## src/hw/rtl/rgbrle_pkg.sv

```systemverilog
// ============================================================================
// rgbrle_pkg
// Shared types and constants for the RGB565 run-length packet encoder.
// ============================================================================
package rgbrle_pkg;

  // Default limits. The command and beat formats are sized for the largest
  // allowed MAX_PACKET (128) and PIXELS_PER_BEAT (4).
  localparam int MAX_PACKET      = 128;
  localparam int PIXELS_PER_BEAT = 4;

  localparam int PIX_W      = 16;
  localparam int LANES      = 4;   // pixel fields in one output word
  localparam int CNT_W      = 8;   // packet length, 1..128
  localparam int ADDR_W     = 8;   // literal ring address, up to 256 entries
  localparam int PCNT_W     = 3;   // pix_count field
  localparam int HDR_W      = 8;
  localparam int CMD_DEPTH  = 4;   // power of two
  localparam int TDATA_W    = 80;

  localparam logic HDR_REPEAT  = 1'b1;
  localparam logic HDR_LITERAL = 1'b0;

  // Packet command handed from the front end to the back end.
  typedef struct packed {
    logic              rep;         // repeat packet, else literal packet
    logic [PIX_W-1:0]  pixel;       // repeated pixel
    logic [CNT_W-1:0]  count;       // packet length in pixels
    logic [ADDR_W-1:0] start;       // first literal in the ring
    logic              last;        // last packet caused by the input word
    logic              frame_done;  // last packet of the frame
  } cmd_t;

  // Literal ring write port.
  typedef struct packed {
    logic              en;
    logic [ADDR_W-1:0] addr;
    logic [PIX_W-1:0]  data;
  } lit_wr_t;

  // One output word.
  typedef struct packed {
    logic                        has_header;
    logic [HDR_W-1:0]            header;
    logic [PCNT_W-1:0]           pix_count;
    logic [LANES-1:0][PIX_W-1:0] pixel;
    logic                        packet_end;
    logic                        frame_done;
    logic                        last;
  } beat_t;

  function automatic logic [HDR_W-1:0] make_header(input logic rep,
                                                   input logic [CNT_W-1:0] count);
    logic [CNT_W-1:0] len_m1;
    len_m1 = count - 1'b1;
    return {rep, len_m1[HDR_W-2:0]};
  endfunction

endpackage

```

## src/hw/rtl/rgbrle_fifo.sv

```systemverilog
// ============================================================================
// rgbrle_fifo
// Short command queue between the classifier and the packet writer.
// ============================================================================
module rgbrle_fifo (
  input  logic              clk,
  input  logic              rst,
  input  logic              push,
  input  rgbrle_pkg::cmd_t  din,
  input  logic              pop,
  output rgbrle_pkg::cmd_t  dout,
  output logic              full,
  output logic              empty
);

  localparam int DEPTH = rgbrle_pkg::CMD_DEPTH;
  localparam int PW    = $clog2(DEPTH);
  localparam int NW    = $clog2(DEPTH + 1);

  rgbrle_pkg::cmd_t entries [DEPTH];
  logic [PW-1:0] wr_ptr;
  logic [PW-1:0] rd_ptr;
  logic [NW-1:0] fill;

  logic do_push;
  logic do_pop;

  assign full    = (fill == NW'(DEPTH));
  assign empty   = (fill == '0);
  assign do_push = push && !full;
  assign do_pop  = pop && !empty;
  assign dout    = entries[rd_ptr];

  always_ff @(posedge clk) begin
    if (do_push) begin
      entries[wr_ptr] <= din;
    end
  end

  always_ff @(posedge clk) begin
    if (rst) begin
      wr_ptr <= '0;
      rd_ptr <= '0;
      fill   <= '0;
    end else begin
      if (do_push) begin
        wr_ptr <= wr_ptr + 1'b1;
      end
      if (do_pop) begin
        rd_ptr <= rd_ptr + 1'b1;
      end
      fill <= fill + NW'(do_push) - NW'(do_pop);
    end
  end

endmodule

```

## config.mk

```make
export PLATFORM = sky130hd
export DESIGN_NAME = rgbrle_fifo
export DESIGN_NICKNAME = d
export VERILOG_FILES = /design/src/hw/rtl/rgbrle_pkg.sv /design/src/hw/rtl/rgbrle_fifo.sv
export SDC_FILE = /design/constraint.sdc
export NUM_CORES = 1
export LEC_CHECK = 0
export BUFFER_PORTS_ARGS = -buffer_cell sky130_fd_sc_hd__buf_2
export CAP_MARGIN = 5
export CELL_PAD_IN_SITES_DETAIL_PLACEMENT = 1
export CELL_PAD_IN_SITES_GLOBAL_PLACEMENT = 1
export CORE_MARGIN = 3
export CORE_UTILIZATION = 30
export CTS_CLUSTER_DIAMETER = 30
export CTS_CLUSTER_SIZE = 10
export DETAILED_ROUTE_END_ITERATION = 7
export PLACE_DENSITY = 0.6
export SKIP_CTS_REPAIR_TIMING = 1
export SLEW_MARGIN = 30
export SYNTH_ARGS = -nofsm -noshare
export SYNTH_HDL_FRONTEND = slang
export SYNTH_SLANG_ARGS = --single-unit
export TNS_END_PERCENT = 10
```

## constraint.sdc

```tcl
create_clock -name clk -period 1.8 [get_ports clk]
set_input_delay 0.27 -clock clk [delete_from_list [all_inputs] [get_ports clk]]
set_output_delay 0.27 -clock clk [all_outputs]
set_load 0.05 [all_outputs]
```

Yosys cells after proc, flatten, opt, wreduce, memory -nomap -nowiden
Memory sizes are Yosys's and may differ from the RTL's. A register that Yosys moved wholly into a read port is not among the register bits.
Index checks and enable logic that the tools add are counted.
{"block": "classes", "mul": 0, "add_sub_neg": 4, "shift": 0, "mux": 4, "n_bitwise": 0, "n_lt_le_gt_ge": 0, "eq_ne": 1, "div": 0, "n_reduce_logical": 5}
{"operator": "adder 2 x 1 -> 2 bit (second input constant)", "n": 2}
{"operator": "two-way mux 2 bit", "n": 2}
{"operator": "adder 3 x 1 -> 3 bit", "n": 1}
{"operator": "== test 3 bit (second input constant)", "n": 1}
{"operator": "zero test 3 bit", "n": 1}
{"operator": "subtractor 3 x 1 -> 3 bit", "n": 1}
{"operator": "logical AND 1 bit", "n": 2}
{"operator": "zero test 1 bit", "n": 2}
{"operator": "two-way mux 1 bit", "n": 2}
{"block": "word_totals", "n_memories": 1, "latchBits": 0, "mem_bits_rw": 140, "regBits": 7, "mem_bits_ro": 0}
{"memory": "entries", "depth": 4, "width": 35, "read_ports": 1, "rd_ports_with_merged_regs": 1, "write_ports": 1, "line_no": "rgbrle_fifo.sv:20", "source": "rgbrle_pkg::cmd_t entries [DEPTH];"}

Logic depth before layout (Yosys ltp)
Gate-level depths: netlist of run 1.
{"block": "logic_depth", "depth_word": 5, "ltp_mapped": 10}

Worst setup path after synthesis of run 1
Ideal clock, no wire load.
{"block": "synth_timing", "path_type": "reg-to-reg", "from": "register fill[2]", "to": "register fill[2]", "arrival_ns": 2.406, "setup_time_ns": 0.125, "synth_period_minus_slack_ns": 2.530, "path_stages_with_launch": 11, "slack_ns": -0.730, "cell_sequence": "dfxtp_1 nor3b_2 nor2_2 inv_1 ha_1 inv_1 ha_1 fa_1 xnor2_1 xnor2_1 nor2_1"}
{"block": "synth_via", "elab_chain_cells": 5, "word_cells_on_any_way": 8, "cone_classes": "add/sub: 2; eq/ne: 1; reduce/logical: 5"}
{"element": "start, declared", "line_no": "rgbrle_fifo.sv:23", "source": "logic [NW-1:0] fill;"}
{"element": "start signal, assigned", "line_no": "rgbrle_fifo.sv:52", "source": "fill <= fill + NW'(do_push) - NW'(do_pop);"}
{"element": "== test 3 bit", "line_no": "rgbrle_fifo.sv:28", "source": "assign full = (fill == NW'(DEPTH));"}
{"element": "named net full", "line_no": "rgbrle_fifo.sv:12", "source": "output logic full,"}
{"element": "zero test 1 bit", "line_no": "rgbrle_fifo.sv:30", "source": "assign do_push = push && !full;"}
{"element": "logical AND 1 bit", "line_no": "rgbrle_fifo.sv:30"}
{"element": "adder 3 x 1 -> 3 bit", "line_no": "rgbrle_fifo.sv:52"}
{"element": "subtractor 3 x 1 -> 3 bit", "line_no": "rgbrle_fifo.sv:52"}
The timed path passes the listed nets, and every way through them passes these cells.
A chain may end at the register's enable or synchronous reset.

==> impl_summary.md, run 1 <==
Logic synthesis
The Yosys step of the flow raised 0 warnings. The register bit count reported by yosys is 149. The cell area after synthesis is 5587 um^2. The commonest cells after synthesis are 140 x sky130_fd_sc_hd__edfxtp_1, 30 x sky130_fd_sc_hd__mux4_2, 9 x sky130_fd_sc_hd__dfxtp_1, 8 x sky130_fd_sc_hd__inv_1, 6 x sky130_fd_sc_hd__ha_1. The synthesized design spends more area on one cell type than any other, namely sky130_fd_sc_hd__edfxtp_1. The synthesized design contains 140 enable-type register cells. sky130_fd_sc_hd__edfxtp_1 is the most common cell in the netlist.

The most instantiated flip-flop cell in the synthesis netlist is sky130_fd_sc_hd__edfxtp_1. A synthesized cell averages 23.87 um^2. The post-synthesis cell count is 234. The count of cell types in the netlist is 27.

The share of flip-flops with an asynchronous set or reset is 0%. Sorting the synthesized cells by area gives the leading types as sky130_fd_sc_hd__edfxtp_1 75%, sky130_fd_sc_hd__mux4_2 12%, sky130_fd_sc_hd__dfxtp_1 3.2%. The synthesized design devotes to its leading area cell type 75.25% of total area. The number of nets in the synthesized netlist is 280. The share of the Yosys chip area taken by registers is 78.48%.

Floorplanning
The horizontal die dimension is 142.5 um. Measured along the y axis, the die boundary spans 142.5 um. The core region area is 18150 um^2. In this run the core area contains 49 standard-cell rows. The die covers 20290 um^2.

In this run the count of I/O pins placed on the die edge is 76. The initial utilization of the core area, before any placement, comes to 30.78%.

Routing
The routed layout has 2632 vias. In this run, the number of DRC markers left after iteration 0 of detailed routing was 149. The ratio of routed vias to standard cells is 4.530. The number of nets with antenna violations after detailed routing is 0. The final wirelength is 11060 um. The average wire per standard cell is 19.03 um.

The first TritonRoute pass finished after 4 iterations. The DRC violations left is 0.

Timing
The worst hold margin is 67.98 ps. The final critical path time including I/O delays and setup is 2047 ps. The worst path uses 113.7% of the clock period. Across the routed clock network, the largest skew measured is 6.985 ps.

After layout, the worst setup slack is -246.8 ps. The max-slew violation count is 0. The number of hold violations in the final report is 0. At the pin with the least slew margin, the transition time is 247.8 ps.

The tightest slew margin relative to the limit is 83.48%. Setup repair after global routing could not meet its margin everywhere. Setup violations remaining at the end of the flow were counted as 37.

For this run, the top clock speed supported by timing is 488.6 MHz.

Power and ir drop
The analysis attributes to cell leakage a power of 2.508 nW. In this run switching power makes up 31.75% of total power. The internal portion of the total power is 8.155 mW.

Across the VDD grid, the largest voltage drop is 0.0006982 V. The part of the total power dissipated in sequential elements is 36.4%. The power density over the cells is 1635 nW/um^2. The clock network burns 30.3% of the power.

Combinational cells account for 33.3% of the total power. The design draws 11.95 mW. For this design the total switching power over the nets is 3.793 mW.

Worst setup path
Of all nets on the critical path, the largest fanout is 8. The category of the most critical setup path is flip-flop to primary output. For the worst setup path, the data arrival time is 1780 ps. Traced cell by cell, the critical path runs through clkbuf_16 > mux4_2 > buf_6. STA puts the critical path data required time at 1530 ps. The peak per-stage delay on the critical path is 510 ps.

STA classifies the critical path startpoint as a flip-flop. The worst setup path is captured at a primary output. Among all stages on the critical path, the largest delay is contributed by sky130_fd_sc_hd__mux4_2.

Final layout
The number of diodes added for antenna fixing is 0. After filler insertion, the fill cell instance count of the layout stands at 1754. The core utilization of the finished layout is 40.27%. Of the cells placed in the final design, the portion with a size suffix greater than 1 is 49.72%.

The count of cells in the finished layout, fillers not included, comes to 581. From synthesis to final layout, the design area changed by 30.82%. The final layout contains 385 nets.

GRT
The total congestion overflow is 0. The first global-routing pass estimated 17090 um of wire. Global routing consumed, over all layers together, 11.56% of the routing resources. The number of global-route vias before repair is 3015.

The maximum number of pins on one net before global-route repair is 22. The initial antenna violation count was 1.

Clock tree
The clock root buffer is sky130_fd_sc_hd__clkbuf_16. For the worst-skew pair, the clock arrives at the later sink with an insertion delay of 410 ps. TritonCTS built the clock tree.

The clock net in this run drives a total of 149 sinks. The clock tree synthesis step divided the H-tree into 4 levels. Clock tree synthesis inserted a total of 17 buffers. The buffer depth of the longest clock path is 2. Clock-pin slew was measured on the worst setup and hold paths at 60 ps.

Status
The run finished, with violations left. The final reports fail on negative setup slack.

Placement
Once placement completed, the tool counted placed cells totaling 547. After legalization and detailed placement, the total HPWL measured 6941 um. Routability-driven placement finished with a final weighted congestion of 0.6756. Timing analysis after detailed placement gives a worst setup slack of -240.1 ps. The count of buffers inserted at the top-level ports is 75.

Worst hold path
The path type of the worst min-delay path is input pin to flip-flop.

Flow run
The max-cap violation count is 0.
power by group through the flow:
stage	Sequential [mW]	Clock [mW]	Combinational [mW]
after floorplan	4.34	0	2.65
after CTS	4.33	3.74	3.47
final	4.35	3.62	3.98
after global routing	4.38	3.89	4.23
after global placement	4.36	0	3.42
after detailed placement	4.40	0	3.46
layout make-up:
| class | instances | area, um^2 | share of cell area, % |
|---|---|---|---|
| sequential | 149 | 4395 | 60.14 |
| multi-input combinational | 68 | 1097 | 15.01 |
| timing repair buffer | 95 | 885.9 | 12.12 |
| clock buffer | 17 | 425.4 | 5.821 |
| tap | 229 | 286.5 | 3.921 |
| clock inverter | 15 | 187.7 | 2.568 |
| inverter | 8 | 30.03 | 0.4109 |
cells by family (layout without fill, tap and decap cells):
family          after synthesis  after routing  share of synthesized area, %
compound gates                5              5                        0.5823
xor+xnor                      3              3                        0.4704
fa+ha+maj                     7              7                         1.702
simple gates                 17             17                         1.903
flops                       149            149                         78.48
mux                          36             36                         14.62
buf+inv                      17            135                         2.239
metrics by stage:
| step | cell area, um^2 | setup TNS (ps) |
|---|---|---|
| after floorplan | 5613 | -28050 |
| after global placement | 6434 | -203.3 |
| after detailed placement | 6434 | -329.5 |
| after CTS | 7047 | -11030 |
| after global routing | 7308 | -10560 |
| final | 7308 | -8058 |
cell usage in the layout, fill, tap and decap left out, types with 5 or more instances in the layout:
cell type                   count
sky130_fd_sc_hd__buf_2         41
sky130_fd_sc_hd__buf_4          8
sky130_fd_sc_hd__buf_12         9
sky130_fd_sc_hd__clkbuf_16     19
sky130_fd_sc_hd__inv_1          8
sky130_fd_sc_hd__edfxtp_1     140
sky130_fd_sc_hd__buf_6         34
sky130_fd_sc_hd__mux4_2        33
sky130_fd_sc_hd__ha_1           5
flip-flops by register name (all words and copies together) (netlist names), named ones only:
name / count
entries: 140
fill: 3
rd_ptr: 2
wr_ptr: 2
metal layers:
metal	vias to the layer above	track usage, %	wire length (um)
met1	1371	14.23	4724
met3	22	4.133	551
met4	2	4.502	176
met5	-	0	7
li1	1176	-	-
met2	61	18.72	5598
final timing paths:
check	startpoint	endpoint	slack, ps	cells after the start
max	flip-flop	dout[26]	-250	3
max reg2reg	fill[1]	fill[2]	-180	9
min reg2reg	rd_ptr[1]	flip-flop	500	2
min	din[23]	entries[3][23]	70	1
critical path, delay by kind of cell, from the launching register on:
| kind | cells | cell delay (ps) |
|---|---|---|
| flip-flops | 1 | 460 |
| buffers and inverters | 2 | 380 |
| multiplexers | 1 | 510 |
Note: power is estimated with default switching activity, not from simulation.
==> inputs of run 2 (changes only) <==
CAP_MARGIN = 20   (was 5)
SETUP_SLACK_MARGIN = 0.15   (was not set)
==> impl_summary.md, run 2 (synthesized netlist as in run 1, its figures left out) <==
GRT
The number of global-route vias before repair was 3015. Entering global routing, the biggest net connects 22 pins. The first global-routing pass estimated 17090 um of wire.

Across every metal layer, demand over resource in global routing totals 11.56%. The initial antenna violation count came to 1. The total congestion overflow is 0.

Timing
Setup violations remaining at the end of the flow were counted as 37. The tightest hold path in the finished design has a slack of 68.07 ps. The worst path uses 113.6% of the clock period. The highest attainable clock frequency is 489.0 MHz. Setup repair after global routing could not meet its margin everywhere. The setup skew after layout is 6.914 ps. The slew of the pin with the lowest slew margin is 287.6 ps. The number of hold violations in the final report is 0.

The max-slew violation count is 0. The final-layout setup total negative slack is -8004 ps. For the finished layout, the period the worst path requires is 2045 ps.

The tightest slew margin relative to the limit is 80.72%. The post-route worst setup slack is -245.2 ps.

Flow run
The max-cap violation count is 0.

Clock tree
After clock tree synthesis, the clock-pin slew on the worst setup and hold paths is 60 ps. TritonCTS built the clock tree. The number of clock sinks seen by CTS is 149. In this run the number of H-tree levels came out at 4. The buffer depth of the longest clock path is 2.

Clock latency on the worst-skew pair, taken at its later pin, is 410 ps. The tree is rooted in a sky130_fd_sc_hd__clkbuf_16. The number of clock buffers added by TritonCTS is 17.

Power and ir drop
The switching part of the total power is 31.75%. The leakage power total is 2.510 nW. The worst voltage drop across the vdd grid is 0.0007470 V.

The design draws 11.98 mW. The internal power contribution is 8.174 mW. The combinational power share is 33.5%. The power density over the cells is 1636 nW/um^2.

The part of the total power dissipated in sequential elements is 36.3%. The clock network fraction of total power is 30.2%. The net load switching power is 3.802 mW.

Worst setup path
Setup slack on the worst reg-to-reg path comes out at -180 ps. In this run the number of cells on the critical path is 3. The cell type group with the largest total delay on the critical path is multiplexers. The critical path is of the flip-flop to primary output type. The highest net fanout along the worst path is 8. Following the worst setup path forward leads to its endpoint at dout[26].

The launching point of the worst reg2reg path is fill[0]. Walking the worst path, the cells encountered are clkbuf_16 > mux4_2 > buf_6. The logic depth of the worst register-to-register path is 9. The worst path buffer plus inverter count is 2. The worst setup path is launched from a flip-flop. The worst reg2reg path endpoint is fill[2]. The peak per-stage delay on the critical path is 510 ps.

Data on the critical path arrives at its endpoint at 1780 ps. The kind of end point of the critical path is a primary output. STA puts the critical path data required time at 1530 ps. The slowest stage cell on the critical path is sky130_fd_sc_hd__mux4_2.

Routing
The wire length on met3 is 552 um. The average wire per standard cell is 19.09 um. In this run, the number of DRC markers left after iteration 0 of detailed routing was 147. The routed layout has 2639 vias. The first-pass detailed-route iteration total is 4.

The ratio of routed vias to standard cells is 4.542. Wires add up to 11090 um. In the detailed route, the total length drawn on met2 is 5635 um. Once detail routing completed, the nets flagged for antenna violations numbered 0.

In the routed design, unresolved DRC markers number 0. After detailed routing, the wire length on met1 is 4718 um. The detailed router used layers up to and including met5.

Final layout
Leaving out fill and tap cells, the most frequent cells in the layout are 140 x sky130_fd_sc_hd__edfxtp_1, 40 x sky130_fd_sc_hd__buf_2, 36 x sky130_fd_sc_hd__buf_6. The most common cell after layout, fill and taps aside is sky130_fd_sc_hd__edfxtp_1. Cells with a size suffix above 1 make up 49.72% of the layout. Fill cells in the final layout number 1754.

The area added between synthesis and finish is 31.00%. The number of nets in the layout is 385. The register with the most flip-flops is entries. The largest registers in the layout are entries: 140 flops, fill: 3 flops. The number of diodes added for antenna fixing is 0. The non-filler instance count after layout is 581. The register with the most flip-flops in the layout has 140 of them.

Placement
The post-placement worst setup slack is -240.1 ps. The count of buffers inserted at the top-level ports is 75. Routability-driven placement finished with a final weighted congestion of 0.6756.

The post-DP HPWL is 6941 um. The cell total after placement is 547.

Floorplanning
The number of cell rows is 49. Once the floorplan was initialized, standard cells occupied 30.78% of the core. The die footprint is 20290 um^2. The core region area is 18150 um^2. From left edge to right edge, the die measures 142.5 um. The count of pins on the block boundary is 76. The die boundary height is 142.5 um.

Status
The final reports fail on negative setup slack. The run finished, with violations left.

Worst hold path
The number of cells traversed by the worst hold path is 1. The path type of the worst min-delay path is input pin to flip-flop. The startpoint identified for the worst hold timing path is din[23].
## run 2: power by group through the flow
stage | registers, mW | logic [mW] | clock network (mW)
3_3_place_gp | 4.36 | 3.42 | 0
5_1_grt | 4.38 | 4.25 | 3.89
2_1_floorplan | 4.34 | 2.65 | 0
4_1_cts | 4.33 | 3.47 | 3.74
6_report | 4.35 | 4.01 | 3.62
3_5_place_dp | 4.40 | 3.46 | 0
## run 2: cell type report
cell class	count	area (um^2)	share of cell area [%]
clock buffer	17	425.4	5.813
clock inverter	15	187.7	2.565
inverter	8	30.03	0.4103
multi-input combinational	68	1097	14.99
sequential	149	4395	60.06
tap	229	286.5	3.915
timing repair buffer	95	895.9	12.24
## run 2: metal layers
layer | vias up | track usage (%)
li1 | 1176 | -
met1 | 1375 | 14.23
met3 | 22 | 4.133
met4 | 2 | 4.502
met5 | - | 0
met2 | 64 | 18.72
## run 2: stage by stage
step	utilization, %	instance area, um^2
6_report	40.33	7318
2_1_floorplan	-	5613
3_3_place_gp	35.45	6434
5_1_grt	40.33	7318
4_1_cts	38.83	7047
3_5_place_dp	35.45	6434
## run 2: how the worst min path moves through the flow
stage and end:
6_report entries[3][23], 3_5_place_dp flip-flop, 4_1_cts entries[3][23], 3_3_place_gp flip-flop, 2_1_floorplan entries[0][0], 5_1_grt entries[3][23]
==> inputs of run 3 (changes only) <==
CORE_UTILIZATION = 45   (was 30)
PLACE_DENSITY = 0.81   (was 0.6)
==> impl_summary.md, run 3 (synthesized netlist as in run 1, its figures left out) <==
Placement
In this run, placement finished with an instance count of 489. The post-DP HPWL is 6884 um. In this run the cell area measured after placement is 6367 um^2. Input and output buffers added on the ports amount to 75. The congestion estimate from routability-driven global placement came to 0.6893.

Clock tree
The clock root buffer is sky130_fd_sc_hd__clkbuf_16. TritonCTS built the clock tree. After clock tree synthesis, the clock-pin slew on the worst setup and hold paths is 60 ps. The number of CTS-inserted buffers is 17. The clock latency on the worst-skew pair is 410 ps. In this run the deepest clock path goes through 2 buffers. The clock drives 149 sinks. The total number of H-tree levels is 4.

Floorplanning
The die footprint is 13790 um^2. The core region area is 12060 um^2. The initial core utilization is 46.32%. During I/O placement, the number of pins put on the boundary was 76. The number of cell rows is 40.

The horizontal die dimension is 117.4 um. The die boundary height is 117.4 um.

GRT
The first global-routing pass estimated 17230 um of wire. The number of global-route vias before repair is 3040. Global routing used 16.84% of the available tracks across all layers.

The maximum number of pins on one net before global-route repair is 23. The total congestion overflow is 0. The initial antenna violation count is 0.

Final layout
The ratio of cells with drive above 1 in the final layout is 49.73%. The register with the most flip-flops is entries. The final cell area excluding filler cells is 7246 um^2. The most common cell after layout, fill and taps aside is sky130_fd_sc_hd__edfxtp_1. The number of flip-flops under the largest register name is 140. The largest registers in the layout are entries: 140 flops, fill: 3 flops. The top cell types in the final layout, fill and taps aside, are 140 x sky130_fd_sc_hd__edfxtp_1, 54 x sky130_fd_sc_hd__buf_2, 33 x sky130_fd_sc_hd__mux4_2. 0 antenna diodes ended up in the layout. For this run, the number of standard cells in the final layout without fillers is 532. At the end of the flow, the number of nets in the layout was 397.

For this run, the share of the core covered by cells in the final layout is 60.07%. The area growth from synthesis to layout is 29.70%.

Routing
The final wirelength is 11070 um. The ratio of routed vias to standard cells is 5.047. In the routed design, unresolved DRC markers number 0. For this block, the initial DRC count from the detailed router was 204.

After detailed routing, the average wire length per cell comes to 20.81 um. The first TritonRoute pass finished after 4 iterations. The via total after detailed routing is 2685.

The number of nets with antenna violations after detailed routing is 0.

Timing
Counting I/O delays and the setup requirement, the final critical path takes 2074 ps. Dividing the final minimum period by the clock period gives 115.2%. The number of hold violations in the final report is 0. The max-slew violation count is 0. The highest attainable clock frequency is 482.1 MHz. The final-layout setup total negative slack is -7671 ps. The tightest slew margin relative to the limit is 82.15%. After layout, the worst setup slack is -274.4 ps.

The setup skew after layout is 4.492 ps. The slew of the pin with the lowest slew margin is 269.5 ps. Setup repair after global routing could not meet its margin everywhere. The total setup violations reported at the end of the flow is 37.

Worst setup path
The critical path launch point type is a flip-flop. The worst setup path is captured at a primary output. The category of the most critical setup path is flip-flop to primary output.

The highest net fanout along the worst path is 9. Data on the critical path is required at its endpoint by 1530 ps. The worst endpoint data arrival time is 1800 ps.

Status
The run finished, with violations left. The final reports fail on negative setup slack.

Flow run
Max-cap violations in this run came to 0.

Power and ir drop
Across the VDD grid, the largest voltage drop is 0.0009853 V. The total power is 11.90 mW. In this run the static leakage power is 2.536 nW. For this design the ratio of total power to cell area is 1642 nW/um^2.

Worst hold path
The worst hold path belongs to the class input pin to flip-flop.
-- run 3: worst max-delay path, stage by stage (launching register included) --
cell                      delay, ps
sky130_fd_sc_hd__dfxtp_4        410
sky130_fd_sc_hd__buf_12         160
sky130_fd_sc_hd__mux4_1         610
sky130_fd_sc_hd__buf_4          220
-- run 3: path summary, 6_finish.rpt --
kind                  start  slack, ps  depth (start not counted)              to
hold reg to reg   rd_ptr[1]        500                          2       flip-flop
setup reg to reg    fill[2]       -190                          9         fill[2]
hold / removal      din[21]         80                          1  entries[2][21]
setup / recovery  flip-flop       -270                          3        dout[32]
-- run 3: power breakdown --
| part | internal [mW] | switching [mW] | leakage (nW) |
|---|---|---|---|
| logic | 1.67 | 2.33 | 0.893 |
| registers | 4.19 | 0.152 | 1.36 |
| clock network | 2.29 | 1.26 | 0.284 |
| total | 8.15 | 3.74 | 2.54 |
-- run 3: area by class of cell --
cell class | count | area, um^2
Multi-Input combinational cell | 68 | 1101
Timing Repair Buffer | 107 | 909.6
Inverter | 8 | 30.03
Tap cell | 168 | 210.2
Fill cell | 1020 | 4816
Clock inverter | 12 | 160.2
Clock buffer | 20 | 436.7
Sequential cell | 149 | 4398
-- run 3: metal layers --
metal / part of all wire (%) / GRT usage (%)
met1: 41 / 21.10
met2: 53 / 28.03
met3: 4.0 / 4.822
met4: 1.6 / 6.378
met5: 0 / 0
-- run 3: per-stage QoR --
step | hold slack, ps | worst slack, ps
after CTS | 60.37 | -386.4
after global routing | 63.78 | -337.4
after floorplan | 368.9 | -457.5
after detailed placement | 481.8 | -272.7
after global placement | 479.3 | -154.0
final | 80.13 | -274.4
